===== src/rtl/shift_invariant_state_hash_compare_macros.svh =====
// Assertion macros for the shift-invariant state hash block.
// Included by sishc_seq.sv, the RTL file that carries concurrent checks; no dependencies.
`ifndef SHIFT_INVARIANT_STATE_HASH_COMPARE_MACROS_SVH
`define SHIFT_INVARIANT_STATE_HASH_COMPARE_MACROS_SVH

`ifndef SYNTH

// antecedent holds -> consequent holds in the same cycle
`define SISHC_ASSERT_SAME(label, clk, rstn, ante, cons) \
    label: assert property (@(posedge clk) disable iff (!rstn) (ante) |-> (cons)) \
        else $error("sishc check failed");

// antecedent holds -> consequent holds in the next cycle
`define SISHC_ASSERT_NEXT(label, clk, rstn, ante, cons) \
    label: assert property (@(posedge clk) disable iff (!rstn) (ante) |=> (cons)) \
        else $error("sishc check failed");

`else

`define SISHC_ASSERT_SAME(label, clk, rstn, ante, cons)
`define SISHC_ASSERT_NEXT(label, clk, rstn, ante, cons)

`endif

`endif


===== src/rtl/sishc_pkg.sv =====
// Shared types, constants and helpers of the shift-invariant state hash block.
// No dependencies; used by sishc_mac, sishc_seq and the top level.
package sishc_pkg;

    localparam int COORD_BITS = 16;
    localparam int FIELD_W    = 16;
    localparam int ORIENT_W   = 8;
    localparam int OFS_W      = COORD_BITS + 1;
    localparam int HASH_W     = 32;
    localparam int MUL_W      = 11;

    localparam logic [HASH_W-1:0] HASH_START = 32'h17fe3b3c;
    localparam logic [MUL_W-1:0]  MUL_X      = 11'd1343;
    localparam logic [MUL_W-1:0]  MUL_Y      = 11'd923;
    localparam logic [MUL_W-1:0]  MUL_Z      = 11'd113;
    localparam logic [MUL_W-1:0]  MUL_O      = 11'd23;

    typedef enum logic [1:0] {
        ST_IDLE,
        ST_STEP,
        ST_EMIT
    } state_t;

    typedef enum logic [1:0] {
        STEP_X = 2'd0,
        STEP_Y = 2'd1,
        STEP_Z = 2'd2,
        STEP_O = 2'd3
    } step_t;

    typedef struct packed {
        logic  accept;
        logic  first;
        logic  mac_en;
        step_t step;
        logic  emit;
    } ctrl_t;

    typedef logic [COORD_BITS-1:0] coord_t;

    // signed offset of two COORD_BITS values, sign-extended to the hash width
    function automatic logic [HASH_W-1:0] rel_ofs(input coord_t pos, input coord_t ref_pos);
        logic signed [COORD_BITS-1:0] p;
        logic signed [COORD_BITS-1:0] r;
        logic signed [OFS_W-1:0]      d;
        p = $signed(pos);
        r = $signed(ref_pos);
        d = OFS_W'(p) - OFS_W'(r);
        return HASH_W'(d);
    endfunction

    function automatic logic [MUL_W-1:0] step_mul(input step_t s);
        logic [MUL_W-1:0] m;
        unique case (s)
            STEP_X:  m = MUL_X;
            STEP_Y:  m = MUL_Y;
            STEP_Z:  m = MUL_Z;
            STEP_O:  m = MUL_O;
            default: m = MUL_O;
        endcase
        return m;
    endfunction

endpackage


===== src/rtl/shift_invariant_state_hash_compare.sv =====
// Channel | dir | payload
// s_      | in  | one piece of states A and B; tuser = first_piece, tlast = last_piece
// m_      | out | state_hash and states_equal, on a last_piece request only
//
// A reference piece is only accepted; a later piece is accepted and then makes
// four passes through the shared multiply-add unit, one per hash term.
// A result is then loaded into the output register; that load waits while
// the register still holds an untaken result. s_tready is low while working.
// Synchronous active-low reset clears references, hash to 0 and match to 1.
// Top level; depends on sishc_pkg, sishc_seq, sishc_mac.
module shift_invariant_state_hash_compare (
    input  logic         aclk,
    input  logic         aresetn,
    input  logic         s_tvalid,
    output logic         s_tready,
    // a_x, a_y, a_z, a_orient, b_x, b_y, b_z, b_orient
    input  logic [111:0] s_tdata,
    // first_piece
    input  logic         s_tuser,
    input  logic         s_tlast,
    output logic         m_tvalid,
    input  logic         m_tready,
    // state_hash, states_equal, zero pad
    output logic [39:0]  m_tdata
);

    localparam int AO_LSB = 3 * sishc_pkg::FIELD_W;
    localparam int B_LSB  = AO_LSB + sishc_pkg::ORIENT_W;
    localparam int BO_LSB = B_LSB + 3 * sishc_pkg::FIELD_W;

    sishc_pkg::ctrl_t ctrl;
    logic             out_free;

    sishc_pkg::coord_t ref_a_reg [3];
    sishc_pkg::coord_t ref_b_reg [3];
    sishc_pkg::coord_t pos_a_reg [3];
    sishc_pkg::coord_t pos_b_reg [3];
    logic [sishc_pkg::ORIENT_W-1:0] ori_a_reg, ori_b_reg;
    logic [sishc_pkg::HASH_W-1:0]   hash_reg, hash_next;
    logic                           match_reg, match_next;

    logic [sishc_pkg::HASH_W-1:0] out_hash_reg;
    logic                         out_eq_reg;
    logic                         m_tvalid_reg, m_tvalid_next;

    logic [sishc_pkg::ORIENT_W-1:0] in_ao, in_bo;
    logic [sishc_pkg::HASH_W-1:0]   da, db, addend, mac_out;
    logic [1:0]                     idx;

    assign in_ao = s_tdata[AO_LSB +: sishc_pkg::ORIENT_W];
    assign in_bo = s_tdata[BO_LSB +: sishc_pkg::ORIENT_W];

    sishc_seq u_seq (
        .aclk     (aclk),
        .aresetn  (aresetn),
        .s_tvalid (s_tvalid),
        .s_first  (s_tuser),
        .s_last   (s_tlast),
        .out_free (out_free),
        .s_tready (s_tready),
        .ctrl     (ctrl)
    );

    assign idx = ctrl.step;
    assign da  = sishc_pkg::rel_ofs(pos_a_reg[idx], ref_a_reg[idx]);
    assign db  = sishc_pkg::rel_ofs(pos_b_reg[idx], ref_b_reg[idx]);

    always_comb begin
        if (ctrl.step == sishc_pkg::STEP_O) begin
            addend = sishc_pkg::HASH_W'(ori_a_reg);
        end else begin
            addend = da;
        end
    end

    sishc_mac u_mac (
        .hash_in  (hash_reg),
        .addend   (addend),
        .mult     (sishc_pkg::step_mul(ctrl.step)),
        .hash_out (mac_out)
    );

    always_comb begin
        hash_next  = hash_reg;
        match_next = match_reg;
        if (ctrl.accept && ctrl.first) begin
            hash_next  = sishc_pkg::HASH_START + sishc_pkg::HASH_W'(in_ao);
            match_next = (in_ao == in_bo);
        end else if (ctrl.mac_en) begin
            hash_next = mac_out;
            if (ctrl.step == sishc_pkg::STEP_O) begin
                if (ori_a_reg != ori_b_reg) begin
                    match_next = 1'b0;
                end
            end else if (da != db) begin
                match_next = 1'b0;
            end
        end
    end

    always_ff @(posedge aclk) begin
        if (!aresetn) begin
            for (int i = 0; i < 3; i++) begin
                ref_a_reg[i] <= '0;
                ref_b_reg[i] <= '0;
            end
            hash_reg  <= '0;
            match_reg <= 1'b1;
        end else begin
            hash_reg  <= hash_next;
            match_reg <= match_next;
            if (ctrl.accept && ctrl.first) begin
                for (int i = 0; i < 3; i++) begin
                    ref_a_reg[i] <= s_tdata[i*sishc_pkg::FIELD_W +: sishc_pkg::COORD_BITS];
                    ref_b_reg[i] <= s_tdata[B_LSB + i*sishc_pkg::FIELD_W +: sishc_pkg::COORD_BITS];
                end
            end
        end
    end

    always_ff @(posedge aclk) begin
        if (ctrl.accept && !ctrl.first) begin
            for (int i = 0; i < 3; i++) begin
                pos_a_reg[i] <= s_tdata[i*sishc_pkg::FIELD_W +: sishc_pkg::COORD_BITS];
                pos_b_reg[i] <= s_tdata[B_LSB + i*sishc_pkg::FIELD_W +: sishc_pkg::COORD_BITS];
            end
            ori_a_reg <= in_ao;
            ori_b_reg <= in_bo;
        end
    end

    // output register
    assign out_free = !m_tvalid_reg || m_tready;

    always_comb begin
        m_tvalid_next = m_tvalid_reg;
        if (ctrl.emit) begin
            m_tvalid_next = 1'b1;
        end else if (m_tready) begin
            m_tvalid_next = 1'b0;
        end
    end

    always_ff @(posedge aclk) begin
        if (!aresetn) begin
            m_tvalid_reg <= 1'b0;
        end else begin
            m_tvalid_reg <= m_tvalid_next;
        end
    end

    always_ff @(posedge aclk) begin
        if (ctrl.emit) begin
            out_hash_reg <= (hash_reg == '0) ? sishc_pkg::HASH_W'(1) : hash_reg;
            out_eq_reg   <= match_reg;
        end
    end

    assign m_tvalid = m_tvalid_reg;
    assign m_tdata  = {7'd0, out_eq_reg, out_hash_reg};

endmodule


===== src/rtl/sishc_mac.sv =====
// Shared add-then-multiply unit: hash = (hash + addend) * mult, mod 2^32.
// Depends on sishc_pkg.
module sishc_mac (
    input  logic [sishc_pkg::HASH_W-1:0] hash_in,
    input  logic [sishc_pkg::HASH_W-1:0] addend,
    input  logic [sishc_pkg::MUL_W-1:0]  mult,
    output logic [sishc_pkg::HASH_W-1:0] hash_out
);

    logic [sishc_pkg::HASH_W-1:0] sum;

    assign sum      = hash_in + addend;
    assign hash_out = sum * sishc_pkg::HASH_W'(mult);

endmodule


===== src/rtl/sishc_seq.sv =====
// Sequencer: accepts a request, steps the shared multiply-add unit four times if
// not first, loads the result register if last. Depends on sishc_pkg, macros header.
`include "shift_invariant_state_hash_compare_macros.svh"

module sishc_seq (
    input  logic              aclk,
    input  logic              aresetn,
    input  logic              s_tvalid,
    input  logic              s_first,
    input  logic              s_last,
    input  logic              out_free,
    output logic              s_tready,
    output sishc_pkg::ctrl_t  ctrl
);

    sishc_pkg::state_t state_reg, state_next;
    sishc_pkg::step_t  step_reg, step_next;
    logic              last_reg, last_next;

    always_ff @(posedge aclk) begin
        if (!aresetn) begin
            state_reg <= sishc_pkg::ST_IDLE;
            step_reg  <= sishc_pkg::STEP_X;
            last_reg  <= 1'b0;
        end else begin
            state_reg <= state_next;
            step_reg  <= step_next;
            last_reg  <= last_next;
        end
    end

    // next state
    always_comb begin
        state_next = state_reg;
        unique case (state_reg)
            sishc_pkg::ST_IDLE: begin
                if (s_tvalid) begin
                    if (!s_first) begin
                        state_next = sishc_pkg::ST_STEP;
                    end else if (s_last) begin
                        state_next = sishc_pkg::ST_EMIT;
                    end
                end
            end
            sishc_pkg::ST_STEP: begin
                if (step_reg == sishc_pkg::STEP_O) begin
                    state_next = last_reg ? sishc_pkg::ST_EMIT : sishc_pkg::ST_IDLE;
                end
            end
            sishc_pkg::ST_EMIT: begin
                if (out_free) begin
                    state_next = sishc_pkg::ST_IDLE;
                end
            end
            default: state_next = sishc_pkg::ST_IDLE;
        endcase
    end

    // outputs
    always_comb begin
        s_tready    = (state_reg == sishc_pkg::ST_IDLE);
        ctrl.accept = (state_reg == sishc_pkg::ST_IDLE) && s_tvalid;
        ctrl.first  = s_first;
        ctrl.mac_en = (state_reg == sishc_pkg::ST_STEP);
        ctrl.step   = step_reg;
        ctrl.emit   = (state_reg == sishc_pkg::ST_EMIT) && out_free;
    end

    always_comb begin
        step_next = step_reg;
        last_next = last_reg;
        if (ctrl.accept) begin
            step_next = sishc_pkg::STEP_X;
            last_next = s_last;
        end else if (ctrl.mac_en) begin
            step_next = sishc_pkg::step_t'(step_reg + 2'd1);
        end
    end

    `SISHC_ASSERT_NEXT(a_later_starts_steps, aclk, aresetn, ctrl.accept && !s_first, state_reg == sishc_pkg::ST_STEP && step_reg == sishc_pkg::STEP_X)
    `SISHC_ASSERT_NEXT(a_single_emits, aclk, aresetn, ctrl.accept && s_first && s_last, state_reg == sishc_pkg::ST_EMIT)
    `SISHC_ASSERT_NEXT(a_steps_end, aclk, aresetn, ctrl.mac_en && step_reg == sishc_pkg::STEP_O, state_reg != sishc_pkg::ST_STEP)
    `SISHC_ASSERT_NEXT(a_emit_done, aclk, aresetn, ctrl.emit, state_reg == sishc_pkg::ST_IDLE)

endmodule

===== config.mk =====
export PLATFORM = sky130hd
export DESIGN_NAME = shift_invariant_state_hash_compare
export DESIGN_NICKNAME = d
export VERILOG_FILES = /design/src/rtl/sishc_pkg.sv /design/src/rtl/shift_invariant_state_hash_compare.sv /design/src/rtl/sishc_mac.sv /design/src/rtl/sishc_seq.sv
export VERILOG_INCLUDE_DIRS = /design/src /design/src/rtl
export SDC_FILE = /design/constraint.sdc
export NUM_CORES = 1
export LEC_CHECK = 0
export BUFFER_PORTS_ARGS = -buffer_cell sky130_fd_sc_hd__buf_2
export CAP_MARGIN = 20
export CORE_MARGIN = 4
export CORE_UTILIZATION = 55
export DETAILED_ROUTE_END_ITERATION = 8
export PLACE_DENSITY = 0.74
export SETUP_SLACK_MARGIN = 0.15
export SYNTH_ARGS = -nofsm -noshare
export SYNTH_HDL_FRONTEND = slang
export SYNTH_SLANG_ARGS = --single-unit

===== constraint.sdc =====
create_clock -name aclk -period 18.29 [get_ports aclk]
set_input_delay 0.9145 -clock aclk [delete_from_list [all_inputs] [get_ports aclk]]
set_output_delay 0.9145 -clock aclk [all_outputs]
set_load 0.01 [all_outputs]

# Word-level counts from Yosys, hierarchy flattened
# Memory sizes are Yosys's and may differ from the RTL's. A register that Yosys moved wholly into a read port is not among the register bits.
# Index checks and enable logic that the tools add are counted.
# Widths: inputs -> output; s select.
word_totals:
  register_bits: 88
  n_memories: 4
  ram_bits: 192
  in_bits: 118
memory_table:
  columns: ["name", "words", "width", "rd", "rd_ports_with_merged_regs", "wr", "line", "source"]
  rows:
  - ["pos_a_reg", 3, 16, 1, 1, 3, "shift_invariant_state_hash_compare.sv:36", "sishc_pkg::coord_t pos_a_reg [3];"]
  - ["pos_b_reg", 3, 16, 1, 1, 3, "shift_invariant_state_hash_compare.sv:37", "sishc_pkg::coord_t pos_b_reg [3];"]
  - ["ref_a_reg", 3, 16, 1, 1, 3, "shift_invariant_state_hash_compare.sv:34", "sishc_pkg::coord_t ref_a_reg [3];"]
  - ["ref_b_reg", 3, 16, 1, 1, 3, "shift_invariant_state_hash_compare.sv:35", "sishc_pkg::coord_t ref_b_reg [3];"]
classes:
  n_mux: 38
  n_reduce_logical: 16
  eq_ne: 13
  n_mul: 1
  bitwise: 7
  n_addsub: 5
op_table:
  columns: ["cell", "n"]
  rows:
  - ["$mux 16", 6]
  - ["$mux 32", 3]
  - ["$pmux 11 s4", 1]
  - ["$sub 16x16->17", 2]
  - ["$add 32x32->32", 1]
  - ["$logic_not 32->1", 1]
  - ["$mul 32x11->32", 1]
  - ["$ne 32x32->1", 1]
  - ["$add 29x8->30 const A", 1]
  - ["$mux 2", 14]
  - ["$mux 1", 13]
  - ["$eq 8x8->1", 1]
  - ["$ne 8x8->1", 1]
  - ["$eq 2x2->1 const B", 3]
  - ["$or 1x1->1", 6]
  - ["$pmux 2 s3", 1]
  - ["$eq 2x1->1 const B", 2]
  - ["$logic_and 1x1->1", 4]
  - ["$logic_not 2->1", 2]
  - ["$ne 2x1->1 const B", 2]
  - ["$reduce_and 4->1", 1]
  - ["$reduce_bool 2->1", 2]
  - ["$ne 3x1->1 const B", 1]
  - ["$ne 3x2->1 const B", 1]
  - ["other kinds (8)", 9]

# Longest topological paths before layout
depth:
  ltp_word: 7
  ltp_mapped: 52
  depth_no_buf: 50

# By module
# Synthesis repeated with hierarchy kept, for this count alone.
unflattened:
  cells_unflattened: 2266
  area_unflattened_um2: 23442.5
modules_own_cells:
  columns: ["module", "cells_per_inst", "n_inst", "area_per_inst_um2", "seq_area_each_um2"]
  rows:
  - ["shift_invariant_state_hash_compare", 1015, 1, 12858.6, 7917.6]
  - ["sishc_mac", 1218, 1, 10276.1, 0.0]
  - ["sishc_seq", 33, 1, 307.8, 100.1]

# Least setup slack after synthesis
# Ideal clock, no wire load.
synth_timing:
  kind: "register to register"
  from: "reg (tool-made name)"
  to: "reg hash_reg[31] in the netlist's numbering"
  path_buffers: 2
  stages_incl_launch_ff: 48
  slack_ns: 7.828
  arrival_ns: 10.343
  setup_time_ns: 0.118
  required_time_ns: 18.172
  period_less_slack_ns: 10.462
  path_cell_list: "dfxtp_1 clkbuf_1 clkbuf_1 mux2i_1 nor2_1 a21oi_1 ha_1 nor2b_1 o21ai_0 a21boi_0 o21ai_0 a21boi_0 o21ai_0 a21oi_1 o41ai_1 o21bai_1 a21oi_1 xnor2_1 [12 not listed] inv_1 fa_1 fa_1 fa_1 inv_1 fa_1 inv_1 ha_1 a21o_1 a21o_1 a21oi_1 o21ai_0 a41o_1 o21ai_1 nand2b_1 a21oi_1 xnor2_1 o21ai_1"
synth_lines:
  columns: ["item", "line", "source"]
  rows:
  - ["end signal, assigned", "shift_invariant_state_hash_compare.sv:110", "hash_reg <= hash_next;"]
  - ["end, declared", "shift_invariant_state_hash_compare.sv:39", "logic [sishc_pkg::HASH_W-1:0] hash_reg, hash_next;"]

==> metrics.csv <==
metric;value;unit
yosys_warnings;0;
routed_wl;57.24;mm
cts_buffer_depth;3;
routabilityCongestion;0.9265;
worstPathArrival;12610;ps
die_w;210.7;um
vias_per_cell;5.730;
cts_root_buffer;clkbuf_16;
grt_max_degree;89;
finalHoldViolations;0;
cts_post_setup_buffers_inserted;0;
drc;0;
r2r_slack;6130;ps
cts_sinks;282;
antenna_found_initial;3;
reg2regPathDepth;44;
coreArea;40740;um^2
rsz0062_at_grt;false;
vias;16390;
fp-row-count;74;
yosys_most_used_dff;edfxtp_1;
first_global_vias;17080;
period_needed;12160;ps
io_pins;160;
final_nets;2747;
cts_buffers;29;
cts_tree;done;
slew_violations;0;
io_buffers;152;
die_y;210.7;um
grt_overflow_total;0;
ctsResizeCount;0;
tns;0;ps
grt_use_met3;4.277;%
fin_util;60.58;%
syn_inst;2236;
syn_to_final_growth;9.171;%
dieArea;44410;um^2
grt-busiest-layer;met2;
syn_avg_cell_area;10.11;um^2
initial_core_util;55.49;%
postCtsHoldBufs;0;
design_area;24680;um^2
ys_types;81;
max_freq;82.27;MHz
critical_path.endpoint;hash_reg[31];
cts-htree-levels;1;
end_kind;flop;
cp_max_fo;48;
relSlewSlack;29.47;%
crit_type;reg2reg;
tightest_slew;1058;ps
cp_common_cell;fa_1;
min-delay-path-class;reg2reg;
wire_per_inst;20.01;um
clk_latency;570;ps
grt_pass1_wl;90.60;mm
yosysSeqAreaShare;35.64;%
cp_slowest_cell;xor2_1;
status;finished clean;
synth-edff-count;241;
use_met2;41.68;%
synthesis.area;22610;um^2
drtPass1Iterations;6;
synthArstFlopShare;0;%
clkTransAtPathRegs;60;ps
maxCapViolations;0;
dpl_cell_area;23660;um^2
drtIter0Drc;1290;
start_kind;flop;
required;18740;ps
layout-drive-gt1-share;10.91;%
slowest_delay;780;ps
ant_nets;0;
dp_hpwl;43.71;mm
skew;8.946;ps
finalSetupViolations;0;
regToRegEndpoint;hash_reg[31];
synth_seq_cells;282;
use_met1;34.72;%
fin_crit_sh;66.46;%
track_usage;25.60;%
critical path: cells and delay by family (launching register included):
kind | cells | cell delay, ps
AOI/OAI and AO/OA | 20 | 4500
adders and majority gates | 8 | 3370
muxes | 1 | 270
and+or+nand+nor | 7 | 1300
buffers and inverters | 5 | 910
DFF | 1 | 520
xor gates and xnor gates | 3 | 1100
synth_stat cells (all sizes together), types with 5 or more instances:
cell / number / area, um^2
o21bai: 15 / 112.6
and3: 102 / 643.1
o21ai: 95 / 475.5
dfxtp: 41 / 820.8
o41ai: 6 / 71.32
a21o: 29 / 217.7
nor3: 24 / 120.1
buf: 16 / 102.6
or2: 13 / 81.33
a21oi: 110 / 561.8
fa: 210 / 4204
nand4: 8 / 50.05
edfxtp: 241 / 7237
mux2i: 69 / 690.7
ha: 113 / 1414
nand3: 23 / 115.1
a31oi: 10 / 62.56
and2: 10 / 62.56
xnor2: 93 / 844.6
nor2: 154 / 580.6
xor2: 45 / 409.1
or3: 5 / 31.28
inv: 326 / 1224
o211ai: 5 / 37.54
o21a: 6 / 45.04
nand2: 190 / 713.2
nor4: 10 / 62.56
nand2b: 41 / 256.5
o31ai: 13 / 97.59
nor2b: 11 / 68.82
a22oi: 5 / 37.54
a211oi: 15 / 117.6
clkbuf: 118 / 442.9
worst min-delay path by stage:
stage | endpoint | cells after the start | from
final | u_seq.last_reg | 2 | u_seq.last_reg
after detailed placement | u_seq.last_reg | 2 | u_seq.last_reg
after global placement | u_seq.last_reg | 2 | u_seq.last_reg
after floorplan | out_eq_reg | 0 | match_reg
after global routing | u_seq.last_reg | 2 | u_seq.last_reg
after CTS | u_seq.last_reg | 2 | u_seq.last_reg
cells in the final DEF, fill, tap and decap left out, types with 5 or more instances in the layout:
master     instances
and3_1           100
conb_1             7
clkbuf_1           5
buf_4             14
nor2b_1           10
inv_1            325
dfxtp_1           39
fa_1             210
or2_2             13
bufinv_16          5
nor4_1            10
o21bai_1          15
nor2_1           151
buf_2            152
xor2_1            43
o21a_1             6
o21ai_0           91
nand4_1            8
and2_1             9
nor3_1            24
or3_1              5
o41ai_1            5
mux2i_1           69
a21o_1            29
nand2_1          189
o211ai_1           5
clkbuf_16         29
a22oi_1            5
ha_1             112
a21oi_1          107
edfxtp_1         241
nand2b_1          41
nand3_1           23
a31oi_1           10
o31ai_1           13
a211oi_1          14
xnor2_1           89
per-stage QoR:
step                instances  setup WS, ps  hold slack (ps)
finish                   2861          6134            456.4
global route             2860          5232            484.5
CTS                      2859          6266            457.1
detailed placement       2806          6344            450.9
global placement         2806          6665            443.9
floorplan                2242          7828            429.6
layer usage:
layer / part of all wire [%] / wire (um) / vias up
li1: - / - / 7582
met3: 7.4 / 4208 / 140
met2: 48 / 27280 / 642
met5: 0.047 / 27 / -
met1: 41 / 23540 / 8025
met4: 3.8 / 2188 / 4
cells by family (layout without fill, tap and decap cells):
| kind of cell | after synthesis | in the layout | share of synthesized area (%) |
|---|---|---|---|
| DFF | 282 | 282 | 35.64 |
| buffers and inverters | 460 | 546 | 7.826 |
| adders and majority gates | 323 | 323 | 24.85 |
| AOI/OAI and AO/OA | 352 | 352 | 9.857 |
| other | 1 | 8 | 0.01659 |
| xor gates and xnor gates | 140 | 140 | 5.745 |
| and+or+nand+nor | 608 | 608 | 12.96 |
| muxes | 70 | 70 | 3.105 |
area by class of cell:
class,count,area (um^2)
fillers,3402,16060
flip-flops and latches,282,8065
multi-input cells,1500,12840
repair buffers,167,885.9
clock inverters,19,257.7
well taps,532,665.6
inverters,326,1224
clock buffers,34,744.5
diodes,1,2.502
Power is not shown: default switching activity piles up to over one toggle a cycle in this logic, so the estimate is an artifact.
